<file path="config.mk">
export PLATFORM = sky130hd
export DESIGN_NAME = dss_stronger
export DESIGN_NICKNAME = d
export VERILOG_FILES = /design/src/dss_pkg.sv /design/src/dss_stronger.sv
export SDC_FILE = /design/constraint.sdc
export NUM_CORES = 1
export LEC_CHECK = 0
export ABC_AREA = 1
export BUFFER_PORTS_ARGS = -buffer_cell sky130_fd_sc_hd__buf_2
export CORE_UTILIZATION = 45
export DETAILED_ROUTE_END_ITERATION = 16
export PLACE_DENSITY_LB_ADDON = 0.25
export SYNTH_ARGS = -nofsm -noshare
export SYNTH_HDL_FRONTEND = slang
export SYNTH_SLANG_ARGS = --single-unit
</file>
<file path="constraint.sdc">
create_clock -name clk -period 6 [get_ports clk]
set_clock_uncertainty 0.05 [all_clocks]
set_input_delay 0 -clock clk [delete_from_list [all_inputs] [get_ports clk]]
set_output_delay 0 -clock clk [all_outputs]
set_load 0.03 [all_outputs]
</file>
<file path="src/dss_pkg.sv">
// dss_pkg: shared types and constants for the duplicate stream suppressor
// no dependencies
`default_nettype none
package dss_pkg;
  localparam int unsigned RUN_CAP = 8;
  localparam int unsigned FRAME_GAP_MAX = 3;
  localparam logic [16:0] PRIORITY_BONUS = 17'd100000;
  localparam logic [7:0] COUNT_MAX = 8'd255;
  localparam logic [4:0] OVERLAP_COUNT_MAX = 5'd31;

  localparam logic [2:0] REG_OVERLAP_WINDOW = 3'd0;
  localparam logic [2:0] REG_WEAK_FRAMES = 3'd1;
  localparam logic [2:0] REG_RELEASE_FRAMES = 3'd2;
  localparam logic [2:0] REG_STRONGER_RATIO = 3'd3;
  localparam logic [2:0] REG_STRONGER_DELTA = 3'd4;

  typedef enum logic [2:0] {
    ST_IDLE, ST_PRUNE, ST_SCAN, ST_CMP, ST_DECIDE, ST_OUT
  } state_t;

  typedef struct packed {
    logic [15:0] overlap_window;
    logic [7:0]  weak_needed;
    logic [7:0]  release_needed;
    logic [15:0] stronger_ratio;
    logic [15:0] stronger_delta;
  } cfg_t;

  function automatic logic [7:0] sat_inc(input logic [7:0] v);
    sat_inc = (v == COUNT_MAX) ? COUNT_MAX : v + 8'd1;
  endfunction
endpackage
`default_nettype wire

</file>
<file path="src/dss_stronger.sv">
// dss_stronger: clearly-stronger compare, one multiply then registered compare
// depends on dss_pkg
`default_nettype none
module dss_stronger (
  input  wire logic        clk,
  input  wire logic [16:0] score_hi,
  input  wire logic [16:0] score_lo,
  input  wire logic [15:0] ratio,
  input  wire logic [15:0] delta,
  output logic             result_r
);
  import dss_pkg::*;
  logic [32:0] rhs_r;
  logic [24:0] lhs_r;
  logic [17:0] sum_r;
  logic [16:0] strong_r;
  logic        res_nxt;

  always_ff @(posedge clk) begin
    rhs_r <= score_lo * ratio;
    lhs_r <= {score_hi, 8'd0};
    sum_r <= {1'b0, score_lo} + {2'b0, delta};
    strong_r <= score_hi;
    result_r <= res_nxt;
  end

  always_comb begin
    res_nxt = ({8'd0, lhs_r} >= rhs_r) && ({1'b0, strong_r} >= sum_r);
  end
endmodule
`default_nettype wire

</file>
**Yosys cells after proc, flatten, opt, wreduce, memory -nomap -nowiden**

Index checks and enable logic that the tools add are counted.

- $mul: 1
- Add/sub/neg operators: 1
- Reductions and logical operators: 1
- Magnitude comparators: 2

Operator list:

| cell | number |
|---|---|
| 25-bit by 33-bit >= comparator with 1-bit output | 1 |
| 17-bit by 16-bit multiplier with 33-bit output | 1 |
| 17-bit by 16-bit adder with 18-bit output | 1 |
| 17-bit by 18-bit >= comparator with 1-bit output | 1 |
| 1-bit logical AND | 1 |

- Bits in registers: 69

**Depth between registers and ports, before layout**

- Word-level depth: 2
- Depth in mapped cells: 27
- Mapped depth without buffers: 25

**Worst setup path after synthesis**

No wires, ideal clock.

- Path type: input to register
- Start point: in ratio[7]
- End point: reg rhs_r[32]
- Stages: 25
- Slack: 1.095 ns
- Data required time: 5.838 ns
- Arrival time: 4.743 ns
- Library setup time: 0.112 ns
- Buffers on the path: 2
- Path through: clkbuf_1 clkbuf_1 nand2_1 fa_1 inv_1 fa_1 inv_1 fa_1 inv_1 fa_1 fa_1 inv_1 fa_1 inv_1 ha_1 nand2_1 inv_1 nand2_1 nand2_1 a21oi_1 nand2_2 nand2_1 nand2_1 nand2_1 nand2_1

- Word-level cells in the longest chain between the ends: 1

Ends and longest elaborated chain:

| element | RTL line | RTL |
|---|---|---|
| start: declaration | dss_stronger.sv:8 | `input wire logic [15:0] ratio,` |
| 17-bit by 16-bit multiplier with 33-bit output | dss_stronger.sv:20 | `rhs_r <= score_lo * ratio;` |
| end signal: assignment | dss_stronger.sv:20 |  |
| end: declaration | dss_stronger.sv:13 | `logic [32:0] rhs_r;` |

No other way between the ends.

**Final worst setup path**

- Start point: in score_lo[16]
- End point: reg rhs_r[25]

- Word-level cells in the longest chain between the ends: 1

Ends and longest elaborated chain:

| element | RTL line | RTL |
|---|---|---|
| start: declaration | dss_stronger.sv:7 | `input wire logic [16:0] score_lo,` |
| 17-bit by 16-bit multiplier with 33-bit output | dss_stronger.sv:20 |  |

No other way between the ends.

==> flow_summary_export.csv <==
group,metric,value,unit
global_route,antenna_found_initial,0,
sta,tightest_slew,511,ps
sta,slew-limit-headroom,0.659,
sta,period_needed,5260,ps
routing,firstDrtPassIters,5,
cts,path_clk_slew,60,ps
cts,cts_hold_repair.buffers,19,
die,die_h,173,microns
critical_path,start_kind,"primary input",
final_layout,fillers,2911,
critical_path,crit_required,6180,ps
critical_path,timing.rr.end,"result_r$_DFF_P_",
global_route,grt_max_degree,19,
global_route,grt_pass1_wl,54400,microns
routing,drc_errors,0,
die,die_area,0.0300,sq mm
sta,max_freq,190,MHz
synth,syn_nets,2266,
sta,timing.final.crit_share,0.877,
final_layout,regArea,0.00138,sq mm
sta,slew_viol_final,0,
hold_path,holdPathStages,3,
final_layout,nets,2298,
critical_path,max_stage_delay,550,ps
routing,wl_per_cell,14.5,microns
routing,finalWirelength,32600,microns
synth,netlist_top_cells_area,"fa_1 32%, nand2_1 16%, inv_1 15%, ha_1 15%, dfxtp_1 10%",
hold_path,min_to,"sum_r[6]$_DFF_P_",
routing,vias,10700,
cts,clk_latency,340,ps
placed_design,hpwl,27400,microns
final_layout,syn_to_final_growth,8.26,%
hold_path,hp-start,"delta[6]",
cts,cts_tree,"yes",
synth,synth.cell_area,0.0132,sq mm
synth,ys_ff_latch,69,
critical_path,cp-end-kind,"register",
final_layout,drive_above_1_share,0.0534,
critical_path,slowest_stage,"dlygate4sd3_1",
cts,postCtsSetupRepairBufs,0,
critical_path,r2r_start,"rhs_r[22]$_DFF_P_",
cts,cts_root_buf,"clkbuf_16",
global_route,overflow,0,
sta,grt_setup_unrepaired,"false",
die,num_rows,62,
synth,synth.top_cell.area_share,0.317,
hold_path,hold_class,"in2reg",
sta,hold_viol_final,0,
cts,cts_num_sinks,69,
final_layout,multi_input_area,0.00959,sq mm
cts,cts-htree-levels,3,
cts,cts_resized,0,
cts,clk_path_buf_depth,2,
die,initial_utilization,0.458,
die,fp.dieW,173,microns
sta,setup_tns,0,ps
synth,ys_warn_count,0,
critical_path,arrival,5450,ps
routing,ant_nets,0,
sta,fin_worst_hold_slack,31.7,ps
global_route,grt_pass1_vias,10900,
critical_path,r2r_slack,4350,ps
critical_path,crit_fanout,14,
flow_run,max-cap-violations,0,
final_layout,num_antenna_cells,0,
die,ios,68,
global_route,track_usage,0.229,
synth,yosysSeqAreaShare,0.105,
final_layout,fin_cells,2256,
placed_design,dp.cells,2221,
sta,setup_viol,0,
placed_design,port_buffers,67,
die,core-area,0.0288,sq mm
cts,cts_made_buffers,9,
routing,viasPerCell,4.74,
placed_design,globalplace.congestion,0.942,
synth,synth_cells,1835,
outcome,status,"complete, no violations",
synth,synth_area_leader_cell,"fa_1",
critical_path,path_class,"in2reg",
synth,avgSynthCellArea,7.18,sq um
critical_path,ff2ff_path_depth,10,
critical_path,cp_cell_sequence,"dlygate4sd3_1, buf_2, buf_4, nand2_1, fa_1, inv_1, fa_1, inv_1, fa_1, fa_1, inv_1, fa_1, ha_1, ha_1, nand2_1, inv_1, nand2_1, nor3_1, nand3_1, nand4_1, nand2_1",
routing,drt_iter0_markers,509,
synth,synth.distinct_cells,28,
critical_path,crit_path_frequent_cell,"fa_1",
## cells by family (layout without fill, tap and decap cells)
family / Yosys count / in the layout / share of synthesized area
simple gates: 717 / 717 / 0.214
buf+inv: 589 / 626 / 0.168
fa+ha+maj: 364 / 364 / 0.464
flops: 69 / 69 / 0.105
compound gates: 67 / 67 / 0.0292
xor+xnor: 29 / 29 / 0.0193
## area by class of cell
cell class,instances,share of cell area
inverters,523,0.138
multi-input cells,1177,0.672
clock inverters,6,0.00666
flip-flops and latches,69,0.0968
well taps,384,0.0337
repair buffers,87,0.0373
clock buffers,10,0.0160
## synth_stat cells (all sizes together)
cell type and number:
nand2 572, inv 523, fa 209, ha 155
nor2 82, dfxtp 69, clkbuf 64, nand3 47
a21oi 44, xor2 25, o21bai 8, a21o 7
nand4 7, nor3 7, o21ai 6, xnor2 4
buf 2, and2 1, nand3b 1, o211ai 1
o21a 1
## worst max-delay path: cells and delay by family
family,cells,cell delay (ps)
simple gates,7,930
buf+inv,7,1280
fa+ha+maj,7,3200
## registers in the layout (all words and copies together), names as in the netlist
name and count:
lhs_r 17, rhs_r 33, result_r 1, sum_r 18
## layout by cell type (no fill, tap or decap), drive strengths merged
master and instances:
inv 525, and2 1, a21oi 44, o211ai 1, xor2 25, a21o 7, dfxtp 69, buf 68
nor2 82, nand3 47, nand4 7, nor3 7, ha 155, xnor2 4, bufinv 2, o21bai 8
nand2 572, nand3b 1, clkinv 2, clkbuf 10, fa 209, dlygate4sd3 19, o21ai 6, o21a 1
## through the flow
stage	instance area (sq um)	utilization	setup WS, ps
floorplan	13200	-	1090
global placement	13800	0.478	815
finish	14300	0.496	737
CTS	14300	0.496	771
global route	14300	0.496	566
detailed placement	13800	0.478	785
## per-layer routing
| layer | part of all wire | up-vias | wire [microns] | track usage |
|---|---|---|---|---|
| met3 | 0.042 | 46 | 1380 | 0.0275 |
| met2 | 0.50 | 251 | 16500 | 0.411 |
| li1 | - | 5295 | - | - |
| met1 | 0.43 | 5110 | 14100 | 0.291 |
| met5 | 0 | - | 0 | 0 |
| met4 | 0.020 | 0 | 641 | 0.0568 |
## how the worst max path moves through the flow
| stage | slack, ps | start | end |
|---|---|---|---|
| detailed placement | 780 | score_lo[8] | rhs_r[31]$_DFF_P_ |
| finish | 740 | score_lo[16] | rhs_r[25]$_DFF_P_ |
| floorplan | 1090 | ratio[7] | rhs_r[32]$_DFF_P_ |
| global route | 570 | score_lo[16] | rhs_r[25]$_DFF_P_ |
| global placement | 810 | score_lo[8] | rhs_r[25]$_DFF_P_ |
| CTS | 770 | score_lo[16] | rhs_r[25]$_DFF_P_ |
Power is not shown: default switching activity piles up to over one toggle a cycle in this logic, so the estimate is an artifact.
